[config.mk]
export PLATFORM = sky130hd
export DESIGN_NAME = edge_period_frequency_meter_flat
export DESIGN_NICKNAME = d
export VERILOG_FILES = /design/src/rtl/core/epfm_pkg.sv /design/src/rtl/core/epfm_if.sv /design/src/rtl/core/epfm_front.sv /design/src/rtl/core/epfm_fifo.sv /design/src/rtl/core/epfm_div.sv /design/src/rtl/core/edge_period_frequency_meter.sv /design/src/flat_wrapper.sv
export SDC_FILE = /design/constraint.sdc
export NUM_CORES = 1
export LEC_CHECK = 0
export BUFFER_PORTS_ARGS = -buffer_cell sky130_fd_sc_hd__buf_2
export CORE_MARGIN = 2
export CORE_UTILIZATION = 44
export DETAILED_ROUTE_END_ITERATION = 12
export GPL_TIMING_DRIVEN = 0
export PLACE_DENSITY_LB_ADDON = 0.3
export REMOVE_ABC_BUFFERS = 1
export SYNTH_ARGS = -nofsm -noshare
export SYNTH_HDL_FRONTEND = slang
export SYNTH_SLANG_ARGS = --single-unit
[constraint.sdc]
create_clock -name clk_i -period 4.15 [get_ports clk_i]
set_input_delay 0 -clock clk_i [delete_from_list [all_inputs] [get_ports clk_i]]
set_output_delay 0 -clock clk_i [all_outputs]
set_load 0.02 [all_outputs]
[src/rtl/core/epfm_pkg.sv]
// Package for the edge period frequency meter: widths, reset values,
// the measurement record passed from front to back, and the divider states.
// No dependencies.
package epfm_pkg;

  localparam int unsigned ClkHzW        = 28;
  localparam int unsigned PeriodW       = 32;
  localparam int unsigned CountWidthDef = 32;
  localparam int unsigned QueueDepthDef = 4;

  localparam logic [ClkHzW-1:0] ClockHzReset = ClkHzW'(48000000);

  // One finished measurement waiting for its reciprocal.
  typedef struct packed {
    logic [PeriodW-1:0] period;
    logic               ovf;
  } meas_t;

  typedef enum logic [1:0] {
    DivIdle,
    DivRun,
    DivWait
  } div_state_e;

endpackage

[src/rtl/core/epfm_if.sv]
// Handshake channels of the edge period frequency meter: ticks in,
// results out, and the clock rate register write. Depends on epfm_pkg.
interface epfm_tick_if;
  logic valid;
  logic ready;
  logic signal_level;

  modport source (output valid, output signal_level, input ready);
  modport sink   (input valid, input signal_level, output ready);
endinterface

interface epfm_result_if;
  import epfm_pkg::*;
  logic               valid;
  logic               ready;
  logic [ClkHzW-1:0]  frequency;
  logic [PeriodW-1:0] period_ticks;
  logic               count_overflow;

  modport source (output valid, output frequency, output period_ticks,
                  output count_overflow, input ready);
  modport sink   (input valid, input frequency, input period_ticks,
                  input count_overflow, output ready);
endinterface

interface epfm_cfg_if;
  import epfm_pkg::*;
  logic              valid;
  logic              ready;
  logic [ClkHzW-1:0] clock_hz;

  modport source (output valid, output clock_hz, input ready);
  modport sink   (input valid, input clock_hz, output ready);
endinterface

[src/rtl/core/epfm_front.sv]
// Front end: rising edge detection, start/stop alternation and the
// saturating tick counter. Depends on epfm_pkg and epfm_if.
module epfm_front #(
  parameter int unsigned COUNT_WIDTH = epfm_pkg::CountWidthDef
) (
  input  logic            clk_i,
  input  logic            rst_ni,
  epfm_tick_if.sink       tick,
  input  logic            q_full_i,
  output logic            push_o,
  output epfm_pkg::meas_t meas_o
);
  import epfm_pkg::*;

  localparam int unsigned CntW = (COUNT_WIDTH < PeriodW) ? COUNT_WIDTH : PeriodW;

  logic            prev_q, prev_d;
  logic            armed_q, armed_d;
  logic [CntW-1:0] cnt_q, cnt_d;
  logic            sat_q, sat_d;
  logic            accept, rise, at_limit;
  logic [CntW-1:0] cnt_inc;
  logic            sat_inc;

  // Ticks are held off whenever the queue is full, so a stop edge never finds it full.
  assign tick.ready = !q_full_i;
  assign accept     = tick.valid && tick.ready;
  assign rise       = tick.signal_level && !prev_q;
  assign at_limit   = &cnt_q;
  assign cnt_inc    = at_limit ? cnt_q : cnt_q + CntW'(1);
  assign sat_inc    = sat_q || at_limit;

  always_comb begin
    prev_d  = prev_q;
    armed_d = armed_q;
    cnt_d   = cnt_q;
    sat_d   = sat_q;
    push_o  = 1'b0;
    if (accept) begin
      prev_d = tick.signal_level;
      if (armed_q) begin
        cnt_d = cnt_inc;
        sat_d = sat_inc;
        if (rise) begin
          armed_d = 1'b0;
          push_o  = 1'b1;
        end
      end else if (rise) begin
        cnt_d   = '0;
        sat_d   = 1'b0;
        armed_d = 1'b1;
      end
    end
  end

  assign meas_o.period = PeriodW'(cnt_inc);
  assign meas_o.ovf    = sat_inc;

  always_ff @(posedge clk_i or negedge rst_ni) begin
    if (!rst_ni) begin
      prev_q  <= 1'b0;
      armed_q <= 1'b0;
      cnt_q   <= '0;
      sat_q   <= 1'b0;
    end else begin
      prev_q  <= prev_d;
      armed_q <= armed_d;
      cnt_q   <= cnt_d;
      sat_q   <= sat_d;
    end
  end

  // The saturated flag can only be raised once the counter sits at its limit.
  a_sat_at_limit : assert property (@(posedge clk_i) disable iff (!rst_ni)
    sat_q |-> at_limit)
    else $error("saturated flag set below the counter limit");

endmodule

[src/rtl/core/epfm_fifo.sv]
// Short queue of finished measurements between the front end and the
// divider. Depends on epfm_pkg.
module epfm_fifo #(
  parameter int unsigned Depth = epfm_pkg::QueueDepthDef
) (
  input  logic            clk_i,
  input  logic            rst_ni,
  input  logic            push_i,
  input  epfm_pkg::meas_t wdata_i,
  output logic            full_o,
  input  logic            pop_i,
  output logic            nonempty_o,
  output epfm_pkg::meas_t rdata_o
);
  import epfm_pkg::*;

  localparam int unsigned PtrW = (Depth > 1) ? $clog2(Depth) : 1;
  localparam int unsigned CntW = $clog2(Depth + 1);
  localparam logic [PtrW-1:0] LastPtr = PtrW'(Depth - 1);

  meas_t           mem [Depth];
  logic [PtrW-1:0] wr_ptr_q, wr_ptr_d, rd_ptr_q, rd_ptr_d;
  logic [CntW-1:0] fill_q, fill_d;

  assign full_o     = (fill_q == CntW'(Depth));
  assign nonempty_o = (fill_q != '0);
  assign rdata_o    = mem[rd_ptr_q];

  always_comb begin
    wr_ptr_d = wr_ptr_q;
    rd_ptr_d = rd_ptr_q;
    fill_d   = fill_q;
    if (push_i) begin
      wr_ptr_d = (wr_ptr_q == LastPtr) ? '0 : wr_ptr_q + PtrW'(1);
    end
    if (pop_i) begin
      rd_ptr_d = (rd_ptr_q == LastPtr) ? '0 : rd_ptr_q + PtrW'(1);
    end
    if (push_i && !pop_i) begin
      fill_d = fill_q + CntW'(1);
    end else if (pop_i && !push_i) begin
      fill_d = fill_q - CntW'(1);
    end
  end

  always_ff @(posedge clk_i) begin
    if (push_i) begin
      mem[wr_ptr_q] <= wdata_i;
    end
  end

  always_ff @(posedge clk_i or negedge rst_ni) begin
    if (!rst_ni) begin
      wr_ptr_q <= '0;
      rd_ptr_q <= '0;
      fill_q   <= '0;
    end else begin
      wr_ptr_q <= wr_ptr_d;
      rd_ptr_q <= rd_ptr_d;
      fill_q   <= fill_d;
    end
  end

  a_no_overrun : assert property (@(posedge clk_i) disable iff (!rst_ni)
    push_i |-> !full_o)
    else $error("measurement pushed into a full queue");

  a_no_underrun : assert property (@(posedge clk_i) disable iff (!rst_ni)
    pop_i |-> nonempty_o)
    else $error("measurement popped from an empty queue");

endmodule

[src/rtl/core/epfm_div.sv]
// Back end: holds the clock rate register, divides it by each queued
// period one quotient bit per cycle, and drives the result register.
// Depends on epfm_pkg and epfm_if.
module epfm_div (
  input  logic            clk_i,
  input  logic            rst_ni,
  epfm_cfg_if.sink        cfg,
  input  logic            meas_valid_i,
  input  epfm_pkg::meas_t meas_i,
  output logic            meas_pop_o,
  epfm_result_if.source   result
);
  import epfm_pkg::*;

  localparam int unsigned StepW = $clog2(ClkHzW);
  localparam logic [StepW-1:0] LastStep = StepW'(ClkHzW - 1);

  div_state_e         state_q, state_d;
  logic [ClkHzW-1:0]  clock_hz_q;
  logic [ClkHzW-1:0]  quo_q;      // dividend shifts out as quotient shifts in
  logic [ClkHzW-1:0]  rem_q;
  logic [PeriodW-1:0] dvs_q;
  logic               ovf_q;
  logic [StepW-1:0]   step_q;
  logic               out_valid_q, out_valid_d;
  logic [ClkHzW-1:0]  freq_q;
  logic [PeriodW-1:0] period_q;
  logic               out_ovf_q;

  logic               slot_free, start, run, load;
  logic [ClkHzW-1:0]  trial;
  logic               fits;

  assign cfg.ready = 1'b1;
  assign slot_free = !out_valid_q || result.ready;

  always_comb begin
    state_d = state_q;
    unique case (state_q)
      DivIdle: if (meas_valid_i) state_d = DivRun;
      DivRun:  if (step_q == '0) state_d = DivWait;
      DivWait: if (slot_free) state_d = DivIdle;
      default: state_d = DivIdle;
    endcase
  end

  always_comb begin
    start = 1'b0;
    run   = 1'b0;
    load  = 1'b0;
    unique case (state_q)
      DivIdle: start = meas_valid_i;
      DivRun:  run = 1'b1;
      DivWait: load = slot_free;
      default: ;
    endcase
  end

  assign meas_pop_o = start;

  // The partial remainder never exceeds the dividend, so 28 bits hold it.
  assign trial = {rem_q[ClkHzW-2:0], quo_q[ClkHzW-1]};
  assign fits  = PeriodW'(trial) >= dvs_q;

  assign out_valid_d = load ? 1'b1 : (result.ready ? 1'b0 : out_valid_q);

  always_ff @(posedge clk_i) begin
    if (start) begin
      quo_q  <= clock_hz_q;
      rem_q  <= '0;
      dvs_q  <= meas_i.period;
      ovf_q  <= meas_i.ovf;
      step_q <= LastStep;
    end else if (run) begin
      rem_q  <= fits ? trial - ClkHzW'(dvs_q) : trial;
      quo_q  <= {quo_q[ClkHzW-2:0], fits};
      step_q <= step_q - StepW'(1);
    end
    if (load) begin
      freq_q    <= quo_q;
      period_q  <= dvs_q;
      out_ovf_q <= ovf_q;
    end
  end

  always_ff @(posedge clk_i or negedge rst_ni) begin
    if (!rst_ni) begin
      state_q     <= DivIdle;
      out_valid_q <= 1'b0;
      clock_hz_q  <= ClockHzReset;
    end else begin
      state_q     <= state_d;
      out_valid_q <= out_valid_d;
      if (cfg.valid) begin
        clock_hz_q <= cfg.clock_hz;
      end
    end
  end

  assign result.valid          = out_valid_q;
  assign result.frequency      = freq_q;
  assign result.period_ticks   = period_q;
  assign result.count_overflow = out_ovf_q;

  // A stop edge always comes at least one tick after its start edge.
  a_divisor_nonzero : assert property (@(posedge clk_i) disable iff (!rst_ni)
    run |-> (dvs_q != '0))
    else $error("divider running with a zero period");

  a_wait_holds : assert property (@(posedge clk_i) disable iff (!rst_ni)
    (state_q == DivWait && !slot_free) |=> (state_q == DivWait))
    else $error("quotient left the divider before the result register was free");

endmodule

[src/rtl/core/edge_period_frequency_meter.sv]
// Top level of the edge period frequency meter: front end, measurement
// queue and divider back end. Depends on epfm_pkg, epfm_if and the epfm modules.
// One tick item is accepted per cycle while the measurement queue has room.
// A result passes from its stop tick through the queue and the 28-step restoring
// divider into the result register; the divider takes one measurement at a time,
// and the queue absorbs up to QUEUE_DEPTH measurements. Reset clears the edge
// state, the counter, the queue and the result register, and sets clock_hz to 48 MHz.
module edge_period_frequency_meter #(
  parameter int unsigned COUNT_WIDTH = epfm_pkg::CountWidthDef,
  parameter int unsigned QUEUE_DEPTH = epfm_pkg::QueueDepthDef
) (
  input  logic          clk_i,
  input  logic          rst_ni,
  epfm_tick_if.sink     tick_i,
  epfm_cfg_if.sink      cfg_i,
  epfm_result_if.source result_o
);
  import epfm_pkg::*;

  meas_t push_meas, pop_meas;
  logic  push, q_full, q_nonempty, pop;

  epfm_front #(
    .COUNT_WIDTH (COUNT_WIDTH)
  ) u_front (
    .clk_i    (clk_i),
    .rst_ni   (rst_ni),
    .tick     (tick_i),
    .q_full_i (q_full),
    .push_o   (push),
    .meas_o   (push_meas)
  );

  epfm_fifo #(
    .Depth (QUEUE_DEPTH)
  ) u_fifo (
    .clk_i      (clk_i),
    .rst_ni     (rst_ni),
    .push_i     (push),
    .wdata_i    (push_meas),
    .full_o     (q_full),
    .pop_i      (pop),
    .nonempty_o (q_nonempty),
    .rdata_o    (pop_meas)
  );

  epfm_div u_div (
    .clk_i        (clk_i),
    .rst_ni       (rst_ni),
    .cfg          (cfg_i),
    .meas_valid_i (q_nonempty),
    .meas_i       (pop_meas),
    .meas_pop_o   (pop),
    .result       (result_o)
  );

endmodule
[src/flat_wrapper.sv]
// flat-port wrapper written by rule: the top's interface ports become plain ports
module edge_period_frequency_meter_flat import epfm_pkg::*;
#(
  parameter int unsigned COUNT_WIDTH = epfm_pkg::CountWidthDef,
  parameter int unsigned QUEUE_DEPTH = epfm_pkg::QueueDepthDef
)
  (clk_i, rst_ni, tick_i_valid, tick_i_signal_level, tick_i_ready, cfg_i_valid, cfg_i_clock_hz, cfg_i_ready, result_o_valid, result_o_frequency, result_o_period_ticks, result_o_count_overflow, result_o_ready);
  epfm_tick_if tick_i_i ();
  epfm_cfg_if cfg_i_i ();
  epfm_result_if result_o_i ();
  input  logic clk_i;
  input  logic rst_ni;
  input wire logic [$bits(tick_i_i.valid)-1:0] tick_i_valid;
  input wire logic [$bits(tick_i_i.signal_level)-1:0] tick_i_signal_level;
  output wire logic [$bits(tick_i_i.ready)-1:0] tick_i_ready;
  input wire logic [$bits(cfg_i_i.valid)-1:0] cfg_i_valid;
  input wire logic [$bits(cfg_i_i.clock_hz)-1:0] cfg_i_clock_hz;
  output wire logic [$bits(cfg_i_i.ready)-1:0] cfg_i_ready;
  output wire logic [$bits(result_o_i.valid)-1:0] result_o_valid;
  output wire logic [$bits(result_o_i.frequency)-1:0] result_o_frequency;
  output wire logic [$bits(result_o_i.period_ticks)-1:0] result_o_period_ticks;
  output wire logic [$bits(result_o_i.count_overflow)-1:0] result_o_count_overflow;
  input wire logic [$bits(result_o_i.ready)-1:0] result_o_ready;
  assign tick_i_i.valid = tick_i_valid;
  assign tick_i_i.signal_level = tick_i_signal_level;
  assign tick_i_ready = tick_i_i.ready;
  assign cfg_i_i.valid = cfg_i_valid;
  assign cfg_i_i.clock_hz = cfg_i_clock_hz;
  assign cfg_i_ready = cfg_i_i.ready;
  assign result_o_valid = result_o_i.valid;
  assign result_o_frequency = result_o_i.frequency;
  assign result_o_period_ticks = result_o_i.period_ticks;
  assign result_o_count_overflow = result_o_i.count_overflow;
  assign result_o_i.ready = result_o_ready;
  edge_period_frequency_meter #(.COUNT_WIDTH(COUNT_WIDTH), .QUEUE_DEPTH(QUEUE_DEPTH)) u_core (.clk_i(clk_i), .rst_ni(rst_ni), .tick_i(tick_i_i), .cfg_i(cfg_i_i), .result_o(result_o_i));
endmodule
==> flow_summary.yaml <==
run_status:
  outcome: "complete, no violations"
power_and_ir_drop:
  p_per_area_nw_per_um2: 632
  irDropWorstVdd_mv: 0.282
  p_leak_nw: 6.95
  finalPower_mw: 11.4
detailed_routing:
  postRouteAntennaNets: 0
  wl_per_cell_um: 17.3
  dr.pass1.iters: 5
  drc: 0
  routed_wl_um: 30200
  vias: 9179
  drt_iter0_drc: 754
  vias_per_cell: 5.26
synth:
  synth_edf_count: 254
  synth_seq_area_share_pct: 65.7
  avgSynthCellArea_um2: 13.6
  yosysTopAreaCellShare_pct: 49.6
  synth_cells: 1129
  yosysWarnings: 0
  synth_async_sr_flop_share_pct: 20.3
  netlist_area_um2: 15400
  synth.distinct_cells: 68
  synth_top_area_cell: "edfxtp_1"
  synth_seq_cells: 359
  ys_top_cells_by_area: "edfxtp_1 (50%), dfrtp_1 (10%), mux4_2 (4.8%), nand2_1 (4.6%), dfxtp_1 (4.2%)"
  synthFlopType: "edfxtp_1"
place:
  port_buffers: 96
  postPlaceCellArea_um2: 16500
  gp_congestion: 0.850
  place_hpwl_um: 19600
floorplanning:
  dieWidth_um: 191
  fp.dieArea_um2: 36500
  core_area_um2: 34500
  boundaryPins: 98
  die_h_um: 191
  rows: 68
  start_util_pct: 44.7
final_layout:
  antenna_cells: 0
  fin_util_pct: 52.4
  layout_common_cells: "edfxtp_1 (254), nand2_1 (189), buf_2 (95)"
  layout_commonest_cell: "edfxtp_1"
  syn_to_final_growth_pct: 17.4
  nNetsFinal: 1338
  fin_area_um2: 18100
  drive_gt1_share_pct: 21.0
sta:
  finClkSkew_ps: 19.9
  finalSetupViolations: 0
  whs_ps: 89.4
  fin_crit_sh_pct: 89.8
  tightest_slew_ps: 1230
  max_clock_freq_mhz: 268
  rsz0062_at_grt: "false"
  min_period_ps: 3730
  report.final.slew_viol_count: 0
  final_hold_viol_count: 0
  maxSlewHeadroom_pct: 17.6
global_route:
  antenna_found_initial: 1
  grt_max_degree: 66
  grtUsageTotal_pct: 17.2
  top_usage_layer: "met2"
  grt_overflow: 0
  met2_usage_pct: 29.1
  gr-usage-met3_pct: 2.74
  grt_use_met1_pct: 22.6
  grt_pass1_vias: 9135
  grt_first_pass_wirelength_um: 49000
critical_path:
  worst_ep_required_time_ps: 4270
  cp-start-kind: "register"
  crit_path_max_fanout: 65
  end_kind: "register"
  worstPathArrival_ps: 3850
  worstSetupPathType: "reg2reg"
clocking:
  post-cts-setup-buffer-count: 0
  cts.sink_count: 359
  cts_tree: "done"
  ctsRootBufferMaster: "clkbuf_16"
  cts_buffer_depth: 3
  cts_buffers: 37
  clkTransAtPathRegs_ps: 60
  ctsHtreeMaxLevel: 2
  insertion_delay_ps: 520
run:
  drv_cap: 0
worst_hold_path:
  hold_path_class: "in2async"
-- final timing paths --
kind                                                      from                                           end  slack [ps]  cells after the start
hold reg to reg                   u_core.u_div.ovf_q$_DFFE_PP_  u_core.u_div.result.count_overflow$_DFFE_PP_         430                      0
setup reg to reg           u_core.u_fifo.fill_q[0]$_DFFE_PN0P_              u_core.u_div.quo_q[11]$_DFFE_PP_         420                      6
max in group asynchronous                               rst_ni       u_core.u_div.clock_hz_q[15]$_DFFE_PN0P_        2740                      3
hold / removal                                          rst_ni       u_core.u_div.clock_hz_q[18]$_DFFE_PN1P_          90                      2
setup / recovery           u_core.u_fifo.fill_q[0]$_DFFE_PN0P_              u_core.u_div.quo_q[11]$_DFFE_PP_         420                      6
min in group clk_i                                 cfg_i_valid       u_core.u_div.clock_hz_q[16]$_DFFE_PN0P_         160                      2
-- synthesized netlist by cell type (all sizes together), types with 33 or more instances --
library cell	instances
edfxtp	254
nand2	190
o21ai	69
dfrtp	63
inv	44
ha	38
nor2	37
xnor2	36
nand3	35
clkbuf	33
mux2	33
mux4	33
-- kinds of logic after synthesis --
family,share of synthesized area [%]
other,0.0244
adders and majority gates,3.35
xor gates and xnor gates,3.36
AOI/OAI and AO/OA,7.12
buffers and inverters,2.41
muxes,8.48
DFF,65.7
and+or+nand+nor,9.59
-- critical path, stage by stage, from the launching register on --
cell	delay [ps]
dfrtp_1	420
nor3_1	160
or3_2	630
buf_12	240
inv_4	620
nor2_2	220
inv_1	950
-- final cells by class --
cell class / instances / area (um2)
clock buffer: 45 / 966
clock inverter: 20 / 226
fill: 2874 / 16400
inverter: 44 / 168
multi-input combinational: 679 / 4930
sequential: 359 / 10100
tap: 455 / 569
timing repair buffer: 143 / 1090
-- timing repair --
item	in CTS	in global routing
resized for setup	1	0
hold endpoints to repair	103	0
hold buffers	34	0
endpoints found under the setup margin	1	0
-- per-layer routing --
layer / routed length [um] / vias to the layer above / share of wire [%]
met5: 0 / - / 0
met4: 821 / 0 / 2.7
met3: 1120 / 58 / 3.7
met2: 14900 / 164 / 49
met1: 13400 / 4576 / 44
li1: - / 4381 / -
-- sequential cells by signal (all words and copies together) (netlist names), 3 cells and up --
register	count
u_core.u_div.quo_q	28
u_core.u_front.cnt_q	32
u_core.u_div.dvs_q	32
u_core.u_fifo.mem	132
u_core.u_div.clock_hz_q	28
u_core.u_div.step_q	5
u_core.u_div.result.frequency	28
u_core.u_div.result.period_ticks	32
u_core.u_div.rem_q	27
u_core.u_fifo.fill_q	3
-- power by group --
part           internal [mW]  leakage, nW  switching [mW]
registers               4.62         3.53           0.429
clock network           1.97        0.588            1.34
logic                   1.37         2.83            1.70
total                   7.96         6.95            3.47
-- through the flow --
step	std cells	setup WS (ps)	setup TNS, ps
after CTS	1745	345	0
final	1745	423	0
after floorplan	1082	-178	-4990
after global placement	1633	-3980	-305660
after detailed placement	1646	24.1	0
after global routing	1745	140	0
Power figures use the tool's default switching activity.
